===== config.mk =====
export PLATFORM = sky130hd
export DESIGN_NAME = dma_descriptor_table_builder
export DESIGN_NICKNAME = d
export VERILOG_FILES = /design/src/rtl/dtb_pkg.sv /design/src/rtl/dtb_front.sv /design/src/rtl/dtb_engine.sv /design/src/rtl/dma_descriptor_table_builder.sv
export SDC_FILE = /design/constraint.sdc
export NUM_CORES = 1
export LEC_CHECK = 0
export BUFFER_PORTS_ARGS = -buffer_cell sky130_fd_sc_hd__buf_4
export CAP_MARGIN = 20
export CORE_MARGIN = 2
export CORE_UTILIZATION = 50
export DETAILED_ROUTE_END_ITERATION = 8
export PLACE_DENSITY = 0.79
export SYNTH_ARGS = -nofsm -noshare
export SYNTH_HDL_FRONTEND = slang
export SYNTH_SLANG_ARGS = --single-unit

===== constraint.sdc =====
create_clock -name i_clk -period 12 [get_ports i_clk]
set_clock_uncertainty 0.15 [all_clocks]
set_input_delay 1.8 -clock i_clk [delete_from_list [all_inputs] [get_ports i_clk]]
set_output_delay 1.8 -clock i_clk [all_outputs]
set_load 0.02 [all_outputs]

===== src/rtl/dtb_pkg.sv =====
// ----------------------------------------------------------------------------
// dtb_pkg
// Shared types and constants for the DMA descriptor table builder.
// ----------------------------------------------------------------------------
package dtb_pkg;

    localparam int RESULT_CAP = 17;
    localparam int RUN_W      = 5;

    localparam logic [1:0] ERR_NONE  = 2'd0;
    localparam logic [1:0] ERR_ADDR  = 2'd1;
    localparam logic [1:0] ERR_SLOTS = 2'd2;
    localparam logic [1:0] ERR_TOTAL = 2'd3;

    typedef struct packed {
        logic [47:0] segment_address;
        logic [16:0] segment_length;
        logic        last_segment;
    } t_seg_in;

    typedef struct packed {
        logic [31:0] region_address;
        logic [15:0] region_bytes;
        logic        end_of_table;
        logic [4:0]  slot_index;
        logic        last_of_run;
        logic [1:0]  error_code;
        logic [16:0] total_bytes;
    } t_desc_out;

endpackage


===== src/rtl/dtb_front.sv =====
// ----------------------------------------------------------------------------
// dtb_front
// Accepts segment items and holds them in a two-entry queue for the engine.
// ----------------------------------------------------------------------------
module dtb_front
    import dtb_pkg::*;
(
    input  logic    i_clk,
    input  logic    i_rst_n,
    input  logic    i_seg_valid,
    output logic    o_seg_ready,
    input  t_seg_in i_seg,
    output logic    o_q_valid,
    input  logic    i_q_pop,
    output t_seg_in o_q_seg
);

    t_seg_in    r_mem [2];
    logic       r_wr_ptr;
    logic       r_rd_ptr;
    logic [1:0] r_count;
    logic       push;
    logic       pop;

    assign o_seg_ready = (r_count != 2'd2);
    assign o_q_valid   = (r_count != 2'd0);
    assign o_q_seg     = r_mem[r_rd_ptr];
    assign push        = i_seg_valid && o_seg_ready;
    assign pop         = i_q_pop && o_q_valid;

    always_ff @(posedge i_clk) begin
        if (push) begin
            r_mem[r_wr_ptr] <= i_seg;
        end
    end

    always_ff @(posedge i_clk) begin
        if (!i_rst_n) begin
            r_wr_ptr <= 1'b0;
            r_rd_ptr <= 1'b0;
            r_count  <= 2'd0;
        end else begin
            if (push) begin
                r_wr_ptr <= ~r_wr_ptr;
            end
            if (pop) begin
                r_rd_ptr <= ~r_rd_ptr;
            end
            case ({push, pop})
                2'b10:   r_count <= r_count + 2'd1;
                2'b01:   r_count <= r_count - 2'd1;
                default: r_count <= r_count;
            endcase
        end
    end

    a_push_kept: assert property (@(posedge i_clk) disable iff (!i_rst_n)
        (push && !pop) |=> (r_count != 2'd0))
    else $error("queue count lost a push");

endmodule


===== src/rtl/dtb_engine.sv =====
// ----------------------------------------------------------------------------
// dtb_engine
// Splits one queued segment at page boundaries, one descriptor per cycle
// when not stalled, tracking slot count, byte total and request sticky error.
// ----------------------------------------------------------------------------
module dtb_engine
    import dtb_pkg::*;
#(
    parameter int PAGE_SIZE    = 4096,
    parameter int MAX_SLOTS    = 17,
    parameter int MAX_TRANSFER = 65536
) (
    input  logic      i_clk,
    input  logic      i_rst_n,
    input  logic      i_q_valid,
    output logic      o_q_pop,
    input  t_seg_in   i_q_seg,
    output logic      o_desc_valid,
    input  logic      i_desc_ready,
    output t_desc_out o_desc
);

    // PAGE_SIZE must be a power of two; the engine does not check it
    localparam int PAGE_W     = $clog2(PAGE_SIZE);
    localparam int SLOT_LIMIT = (MAX_SLOTS < 31) ? MAX_SLOTS : 31;
    localparam int TOTAL_RAW  = MAX_TRANSFER + PAGE_SIZE;
    localparam int TOTAL_CAP  = (TOTAL_RAW < 131071) ? TOTAL_RAW : 131071;

    typedef enum logic {ST_IDLE, ST_RUN} t_state;

    t_state         r_state;
    logic [47:0]    r_addr;
    logic [16:0]    r_remain;
    logic           r_last;
    logic [RUN_W-1:0] r_n;
    logic [4:0]     r_slot;
    logic [16:0]    r_total;
    logic [1:0]     r_err;
    logic           r_out_valid;
    t_desc_out      r_out;

    logic [16:0]    room;
    logic [16:0]    piece;
    logic           cap_hit;
    logic           done;
    logic           addr_hi;
    logic           slot_full;
    logic [4:0]     slot;
    logic [17:0]    tot_raw;
    logic           tot_over;
    logic [16:0]    tot;
    logic [1:0]     n_err;
    logic           emit;

    assign o_q_pop      = (r_state == ST_IDLE);
    assign emit         = (r_state == ST_RUN) && (!r_out_valid || i_desc_ready);
    assign o_desc_valid = r_out_valid;
    assign o_desc       = r_out;

    always_comb begin
        room    = 17'(PAGE_SIZE) - 17'(r_addr[PAGE_W-1:0]);
        piece   = (r_remain < room) ? r_remain : room;
        cap_hit = (r_n == RUN_W'(RESULT_CAP - 1)) && (piece < r_remain);
        if (cap_hit) begin
            piece = r_remain;
        end
        done      = (piece == r_remain);
        addr_hi   = ({1'b0, r_addr} + 49'(piece)) > 49'h1_0000_0000;
        slot_full = (r_slot >= 5'(SLOT_LIMIT));
        slot      = slot_full ? 5'(SLOT_LIMIT - 1) : r_slot;
        tot_raw   = 18'(r_total) + 18'(piece);
        tot_over  = tot_raw > 18'(MAX_TRANSFER);
        tot       = (tot_raw > 18'(TOTAL_CAP)) ? 17'(TOTAL_CAP) : tot_raw[16:0];
        if (r_err != ERR_NONE) begin
            n_err = r_err;
        end else if (cap_hit) begin
            n_err = ERR_SLOTS;
        end else if (addr_hi) begin
            n_err = ERR_ADDR;
        end else if (slot_full) begin
            n_err = ERR_SLOTS;
        end else if (tot_over) begin
            n_err = ERR_TOTAL;
        end else begin
            n_err = ERR_NONE;
        end
    end

    always_ff @(posedge i_clk) begin
        if (!i_rst_n) begin
            r_state     <= ST_IDLE;
            r_slot      <= 5'd0;
            r_total     <= 17'd0;
            r_err       <= ERR_NONE;
            r_out_valid <= 1'b0;
            r_n         <= '0;
        end else begin
            if (r_out_valid && i_desc_ready && !emit) begin
                r_out_valid <= 1'b0;
            end
            unique case (r_state)
                ST_IDLE: begin
                    if (i_q_valid) begin
                        r_addr   <= i_q_seg.segment_address;
                        r_remain <= i_q_seg.segment_length;
                        r_last   <= i_q_seg.last_segment;
                        r_n      <= '0;
                        r_state  <= ST_RUN;
                    end
                end
                ST_RUN: begin
                    if (emit) begin
                        r_out_valid          <= 1'b1;
                        r_out.region_address <= r_addr[31:0];
                        r_out.region_bytes   <= piece[15:0];
                        r_out.end_of_table   <= done && r_last;
                        r_out.slot_index     <= slot;
                        r_out.last_of_run    <= done;
                        r_out.error_code     <= n_err;
                        r_out.total_bytes    <= tot;
                        r_addr   <= r_addr + 48'(piece);
                        r_remain <= r_remain - piece;
                        r_n      <= r_n + RUN_W'(1);
                        if (done && r_last) begin
                            r_slot  <= 5'd0;
                            r_total <= 17'd0;
                            r_err   <= ERR_NONE;
                        end else begin
                            r_slot  <= slot_full ? r_slot : r_slot + 5'd1;
                            r_total <= tot;
                            r_err   <= n_err;
                        end
                        if (done) begin
                            r_state <= ST_IDLE;
                        end
                    end
                end
                default: r_state <= ST_IDLE;
            endcase
        end
    end

    a_run_count: assert property (@(posedge i_clk) disable iff (!i_rst_n)
        (r_state == ST_RUN) |-> (r_n <= RUN_W'(RESULT_CAP - 1)))
    else $error("segment produced too many descriptors");

    a_req_clear: assert property (@(posedge i_clk) disable iff (!i_rst_n)
        (emit && done && r_last) |=>
            (r_slot == 5'd0 && r_total == 17'd0 && r_err == ERR_NONE))
    else $error("request state not cleared after last segment");

    a_err_sticky: assert property (@(posedge i_clk) disable iff (!i_rst_n)
        (r_err != ERR_NONE && !(emit && done && r_last)) |=> $stable(r_err))
    else $error("sticky error changed within request");

    a_total_cap: assert property (@(posedge i_clk) disable iff (!i_rst_n)
        r_total <= 17'(TOTAL_CAP))
    else $error("byte total above its cap");

endmodule


===== src/rtl/dma_descriptor_table_builder.sv =====
// ----------------------------------------------------------------------------
// dma_descriptor_table_builder
// Cuts scatter-gather segments into page-bounded physical region descriptors.
// ----------------------------------------------------------------------------
// Input channel (i_seg_valid / o_seg_ready, i_seg): one segment item per
// handshake, with address, length and last-segment flag. Items land in a
// two-entry queue, so up to two segments are taken while the engine works.
// Output channel (o_desc_valid / i_desc_ready, o_desc): one descriptor item
// per page piece, in order, with slot, running total and sticky error.
// The first descriptor of a segment, when the engine is idle, passes the
// queue entry, the engine's load from the queue and the output register.
// A segment of N pieces takes one engine step to load it from the queue and
// one per descriptor; the next segment is loaded only after its last piece.
// A stalled receiver holds the output register; the engine waits behind it
// and the queue keeps taking items until full.
// Reset clears the queue, the output register and the request state.
// PAGE_SIZE must be a power of two.
// ----------------------------------------------------------------------------
module dma_descriptor_table_builder
    import dtb_pkg::*;
#(
    parameter int PAGE_SIZE    = 4096,
    parameter int MAX_SLOTS    = 17,
    parameter int MAX_TRANSFER = 65536
) (
    input  logic      i_clk,
    input  logic      i_rst_n,
    input  logic      i_seg_valid,
    output logic      o_seg_ready,
    input  t_seg_in   i_seg,
    output logic      o_desc_valid,
    input  logic      i_desc_ready,
    output t_desc_out o_desc
);

    logic    q_valid;
    logic    q_pop;
    t_seg_in q_seg;

    dtb_front u_front (
        .i_clk       (i_clk),
        .i_rst_n     (i_rst_n),
        .i_seg_valid (i_seg_valid),
        .o_seg_ready (o_seg_ready),
        .i_seg       (i_seg),
        .o_q_valid   (q_valid),
        .i_q_pop     (q_pop),
        .o_q_seg     (q_seg)
    );

    dtb_engine #(
        .PAGE_SIZE    (PAGE_SIZE),
        .MAX_SLOTS    (MAX_SLOTS),
        .MAX_TRANSFER (MAX_TRANSFER)
    ) u_engine (
        .i_clk        (i_clk),
        .i_rst_n      (i_rst_n),
        .i_q_valid    (q_valid),
        .o_q_pop      (q_pop),
        .i_q_seg      (q_seg),
        .o_desc_valid (o_desc_valid),
        .i_desc_ready (i_desc_ready),
        .o_desc       (o_desc)
    );

endmodule

==> results.yml, run 1 <==
status:
  status: "finished, final reports clean"
worst_setup_path:
  reg2reg_from: "u_engine.r_addr[4]$_DFFE_PP_"
  cp.arrival_ns: 10.53
  cp_common_cell: "o21ai_0"
  reg2regPathDepth: 36
  worstPathMaxFanout: 15
  slowest_delay_ns: 0.66
  required_ns: 12.19
  cpMaxStageDelayCell: "a21oi_2"
  worstSetupEndpointType: "flip-flop"
  start_kind: "flip-flop"
  reg2reg_slack_ns: 1.67
  r2r-end: "u_engine.o_desc[17]$_DFFE_PP_"
  critPathKind: "flip-flop to flip-flop"
floorplanning:
  die_h_microns: 185
  die_area_sq_mm: 0.0344
  die_width_microns: 185
  core_area_sq_mm: 0.0325
  io_pins: 146
  row_count: 66
  start_util_pct: 50.7
layout:
  fillers: 2635
  final_layout_size_suffix_gt1_share_pct: 15.9
  fin_nets: 1734
  fin_cells: 2048
  antenna_cells: 0
  area_delta_synth_final_pct: 15.4
  final_cell_area_sq_mm: 0.0190
synthesis:
  synth_common_cells: "edfxtp_1, nand2_1, nor2_1"
  synth_edf_count: 272
  synth_top_area_share_pct: 49.6
  syn_area_sq_mm: 0.0165
  yosysWarnings: 0
  syn_avg_cell_area_sq_um: 11.3
  ys_top_cells_by_area: "edfxtp_1, ha_1, dfxtp_1"
  yosysMostFrequentCell: "edfxtp_1"
  ys_ff_latch: 308
  ys_types: 84
  syn_inst: 1452
  synthArstFlopShare_pct: 0
  synth_nets: 1605
  seq_area_frac_synth_pct: 54.0
  synth-main-ff-cell: "edfxtp_1"
  synth_top_area_cell: "edfxtp_1"
timing:
  setup_ws_ns: 1.67
  grt_setup_unrepaired: "false"
  fin_crit_ns: 10.33
  drv_slew: 0
  tns_ns: 0
  hold_violations: 0
  tightest_slew_ns: 1.02
  fin_crit_sh_pct: 86.1
  fmaxAchievable_ghz: 0.0968
  max_slew_margin_pct: 31.3
  setup_viol: 0
placement:
  place_ws_ns: 1.89
  place_area_sq_mm: 0.0179
  dp_hpwl_microns: 29600
  gp_congestion: 0.983
  numPortBuffers: 145
  dp_cells: 1990
global_route:
  antenna_found_initial: 0
  grt_max_degree: 74
  grt_pass1_vias: 11600
  grt_pass1_wl_microns: 63200
  grt_overflow: 0
  grt_usage_pct: 23.6
clocking:
  cts_resized: 0
  cts-root-buf: "clkbuf_16"
  cts_buffers: 31
  worstSkewPairLatency_ns: 0.58
  clock-sinks: 308
  tritoncts: "yes"
  cts.clk_slew.worst_paths_ns: 0.07
  cts_hold_buffers: 0
  cts_setup_buffers: 0
  clock_path_buffers: 3
  h-tree-depth: 1
power_and_ir_drop:
  power.total_mw: 5.25
  peakVddDrop_uv: 143
  p_leak_nw: 7.20
  pwr_density_cell_mw_per_mm2: 276
min_path:
  min_from: "u_engine.r_total[14]$_SDFFE_PN0P_"
  hold_depth: 2
  min_path_type: "flip-flop to flip-flop"
  holdPathEnd: "u_engine.r_total[14]$_SDFFE_PN0P_"
detailed_routing:
  dr.pass1.iters: 7
  drt-initial-drc-count: 1095
  post_drt_via_cell_ratio: 5.93
  vias: 12100
  ant_nets: 0
  remaining_drc_errors: 0
  totalWireLength_microns: 40700
  wl_per_cell_microns: 19.9
run:
  drv_cap: 0
==> stage by stage <==
step | hold WS [ns] | utilization (%)
after floorplan | 0.274 | -
after detailed placement | 0.303 | 55.3
after CTS | 0.316 | 58.5
after global routing | 0.332 | 58.5
final | 0.315 | 58.5
after global placement | 0.293 | 55.3
==> per-layer routing <==
metal  GRT usage [%]  wire [microns]
met1            33.8           18600
met2            37.6           18400
met3            3.76            2870
met4            5.37             850
met5               0               0
==> registers in the layout (all words and copies together), names as in the netlist, named ones only <==
register / cells
u_engine.r_remain: 17
u_engine.r_slot: 5
u_engine.r_n: 5
u_front.r_count: 2
u_engine.r_addr: 48
u_front.r_wr_ptr: 1
u_engine.r_state: 1
u_engine.r_last: 1
u_engine.r_err: 2
u_front.r_rd_ptr: 1
u_engine.o_desc: 74
u_engine.r_total: 17
u_front.r_mem: 132
u_engine.o_desc_valid: 1
==> how the worst max path moves through the flow <==
stage | slack [ns] | endpoint | cells after the start | from
floorplan | 3.12 | u_engine.o_desc[17]$_DFFE_PP_ | 38 | u_engine.r_addr[4]$_DFFE_PP_
global placement | 2.13 | u_engine.o_desc[17]$_DFFE_PP_ | 36 | u_engine.r_addr[4]$_DFFE_PP_
detailed placement | 1.89 | u_engine.o_desc[17]$_DFFE_PP_ | 36 | u_engine.r_addr[4]$_DFFE_PP_
CTS | 1.85 | u_engine.o_desc[17]$_DFFE_PP_ | 36 | u_engine.r_addr[4]$_DFFE_PP_
global route | 0.77 | u_engine.o_desc[17]$_DFFE_PP_ | 36 | u_engine.r_addr[4]$_DFFE_PP_
finish | 1.67 | u_engine.o_desc[17]$_DFFE_PP_ | 36 | u_engine.r_addr[4]$_DFFE_PP_
==> cell usage in the layout, fill, tap and decap left out, types with 7 or more instances in the layout <==
master,count
a211o_1,9
nand3_1,34
o31ai_1,7
or4_1,11
a31oi_1,21
xor2_1,37
and3_1,18
clkbuf_16,33
nand2_1,101
or2_2,9
mux2_2,15
nand4_1,26
nor3_1,21
ha_1,80
nand3b_1,7
o21ai_2,12
o21a_1,12
nor2b_1,38
a21o_1,31
o211ai_1,12
nor4_1,7
nand2b_1,11
dfxtp_1,34
a211oi_1,44
o21ai_0,73
and2_1,17
or3_1,16
edfxtp_1,272
clkbuf_1,12
xnor2_1,26
inv_1,69
buf_4,153
a21oi_1,79
mux2i_1,52
nor2_1,88
==> kinds of logic after synthesis <==
family	synth area share (%)
compound gates	15.3
xor+xnor	3.35
fa+ha+maj	6.45
buf+inv	3.07
flops	54.0
mux	4.19
simple gates	13.6
==> area by class of cell <==
cell class              count  area, sq um  area share (%)
inverters                  72          270            1.42
clock inverters             8          100           0.527
multi-input cells        1015         7080            37.3
flip-flops and latches    308         8900            46.9
clock buffers              50          940            4.95
well taps                 442          553            2.91
repair buffers            153         1150            6.05
==> where the power goes <==
group          switching [mW]  internal [mW]
sequential              0.243           1.56
combinational            1.52          0.939
clock                   0.408          0.578
==> worst max-delay path: cells and delay by family, from the launching register on <==
kind	cells	cell delay, ns
AOI/OAI and AO/OA	17	4.13
xor gates and xnor gates	1	0.24
adders and majority gates	3	1.03
buffers and inverters	1	0.27
DFF	1	0.46
muxes	1	0.47
and+or+nand+nor	13	3.36
No activity file was read; power rests on OpenSTA's default activity.
==> inputs of run 2 (changes only) <==
Settings changed: CORE_UTILIZATION 50 to 35, PLACE_DENSITY 0.79 to 0.62.
==> run 2 against run 1 <==
Sequential share of layout area is 0.88 points lower. Flip-flop and latch count unchanged. Routed wire length increased by 6.3%. Maximum frequency rose by 0.82%. Clock-buffer cell count down 9. Via count fell by 1.7%. Critical path depth increased by 1. Combinational power hardly changed. Setup slack better by 0.084 ns. Critical path type unchanged. Critical endpoint is now u_engine.r_total[0]$_SDFFE_PN0P_. Largest cell class unchanged. Largest power group unchanged.
==> results.yml, run 2 (synthesis results as in run 1) <==
worst_setup_path:
  critPathKind: "flip-flop to flip-flop"
  required_ns: 12.32
  start_kind: "flip-flop"
  worstSetupEndpointType: "flip-flop"
  cp.arrival_ns: 10.57
  cpMaxStageDelayCell: "o21ai_0"
  worstPathMaxFanout: 18
  cp_common_cell: "o21ai_0"
  slowest_delay_ns: 0.64
detailed_routing:
  remaining_drc_errors: 0
  vias: 11900
  dr.pass1.iters: 5
  ant_nets: 0
  wl_per_cell_microns: 19.5
  totalWireLength_microns: 43300
  post_drt_via_cell_ratio: 5.38
  drt-initial-drc-count: 908
layout:
  final_common_cell: "edfxtp_1"
  antenna_cells: 0
  largest_reg_flops: 132
  layout_common_cells: "edfxtp_1, buf_4, nand2_1, nor2_1, ha_1"
  fin_nets: 1738
  regMostFlops: "u_front.r_mem"
  area_delta_synth_final_pct: 17.6
  final_layout_size_suffix_gt1_share_pct: 16.4
clocking:
  clock-sinks: 308
  cts-root-buf: "clkbuf_16"
  cts_resized: 0
  tritoncts: "yes"
  clock_path_buffers: 3
  cts_setup_buffers: 0
  cts_buffers: 35
  cts.clk_slew.worst_paths_ns: 0.06
  h-tree-depth: 2
  cts_hold_buffers: 0
  worstSkewPairLatency_ns: 0.56
floorplanning:
  row_count: 79
  die_h_microns: 221
  core_area_sq_mm: 0.0465
  die_width_microns: 221
  start_util_pct: 35.4
  io_pins: 146
  die_area_sq_mm: 0.0488
timing:
  grt_setup_unrepaired: "false"
  fin_crit_ns: 10.25
  drv_slew: 0
  hold_violations: 0
  max_slew_margin_pct: 37.1
  tightest_slew_ns: 0.920
  setup_viol: 0
  tns_ns: 0
  fmaxAchievable_ghz: 0.0976
  fin_crit_sh_pct: 85.4
placement:
  dp_hpwl_microns: 32000
  numPortBuffers: 145
  gp_congestion: 0.893
status:
  status: "finished, final reports clean"
global_route:
  antenna_found_initial: 1
  grt_max_degree: 92
  grt_usage_pct: 17.5
  grt_pass1_vias: 11800
  grt_overflow: 0
  grt_pass1_wl_microns: 67700
power_and_ir_drop:
  combPwrFrac_pct: 45.9
  pwr_density_cell_mw_per_mm2: 278
  peakVddDrop_uv: 107
  p_leak_nw: 7.28
  power_frac_seq_pct: 33.6
  p_clk_share_pct: 20.5
  power.total_mw: 5.37
  intPower_mw: 3.16
  power_switching_mw: 2.22
  p_sw_share_pct: 41.2
run:
  drv_cap: 0
min_path:
  min_path_type: "flip-flop to flip-flop"
## run 2: cell count changes in the layout (fill, tap and decap cells not counted), sizes merged
cell	delta
clkinv	+13
clkbuf	-9
bufinv	+3
inv	-1
## run 2: power by group through the flow
stage / Clock, mW / Combinational [mW] / Sequential [mW]
after global placement: 0 / 2.43 / 1.82
after floorplan: 0 / 1.77 / 1.76
after detailed placement: 0 / 2.45 / 1.82
after global routing: 1.18 / 2.74 / 1.83
after CTS: 1.13 / 2.47 / 1.80
final: 1.10 / 2.47 / 1.80
## run 2: final cells by class
class                           count  area, sq um
Timing Repair Buffer              153         1150
Tap cell                          607          759
Sequential cell                   308         8900
Fill cell                        4469        27100
Multi-Input combinational cell   1015         7080
Inverter                           72          270
Clock inverter                     23          277
Clock buffer                       41          918
## run 2: path summary, 6_finish.rpt
path	slack (ns)	depth (start not counted)	from	end
setup / recovery	1.75	37	u_engine.r_addr[4]$_DFFE_PP_	u_engine.r_total[0]$_SDFFE_PN0P_
hold / removal	0.31	2	u_engine.r_total[3]$_SDFFE_PN0P_	u_engine.r_total[3]$_SDFFE_PN0P_
setup reg to reg	1.75	37	u_engine.r_addr[4]$_DFFE_PP_	u_engine.r_total[0]$_SDFFE_PN0P_
hold reg to reg	0.31	2	u_engine.r_total[3]$_SDFFE_PN0P_	u_engine.r_total[3]$_SDFFE_PN0P_
## run 2: stage by stage
stage / utilization, % / std cells / area (sq um) / setup slack [ns] / hold WS [ns]
6_report: 41.7 / 2219 / 19300 / 1.75 / 0.311
5_1_grt: 41.7 / 2219 / 19300 / 0.965 / 0.339
4_1_cts: 41.7 / 2219 / 19300 / 1.89 / 0.316
3_5_place_dp: 39.1 / 2155 / 18200 / 1.92 / 0.301
3_3_place_gp: 39.1 / 2155 / 18200 / 2.14 / 0.295
2_1_floorplan: - / 1452 / 16500 / 3.12 / 0.274
## run 2: metal layers
layer | global-route usage, % | wire length, microns
met1 | 24.0 | 20200
met2 | 28.4 | 20000
met3 | 3.41 | 2110
met4 | 4.52 | 944
met5 | 0 | 0
## run 2: critical path, delay by kind of cell (launching register included)
kind	cells	cell delay, ns
AOI/OAI and AO/OA	21	5.45
DFF	1	0.46
and+or+nand+nor	9	2.29
adders and majority gates	4	1.26
buffers and inverters	2	0.34
xor gates and xnor gates	1	0.22
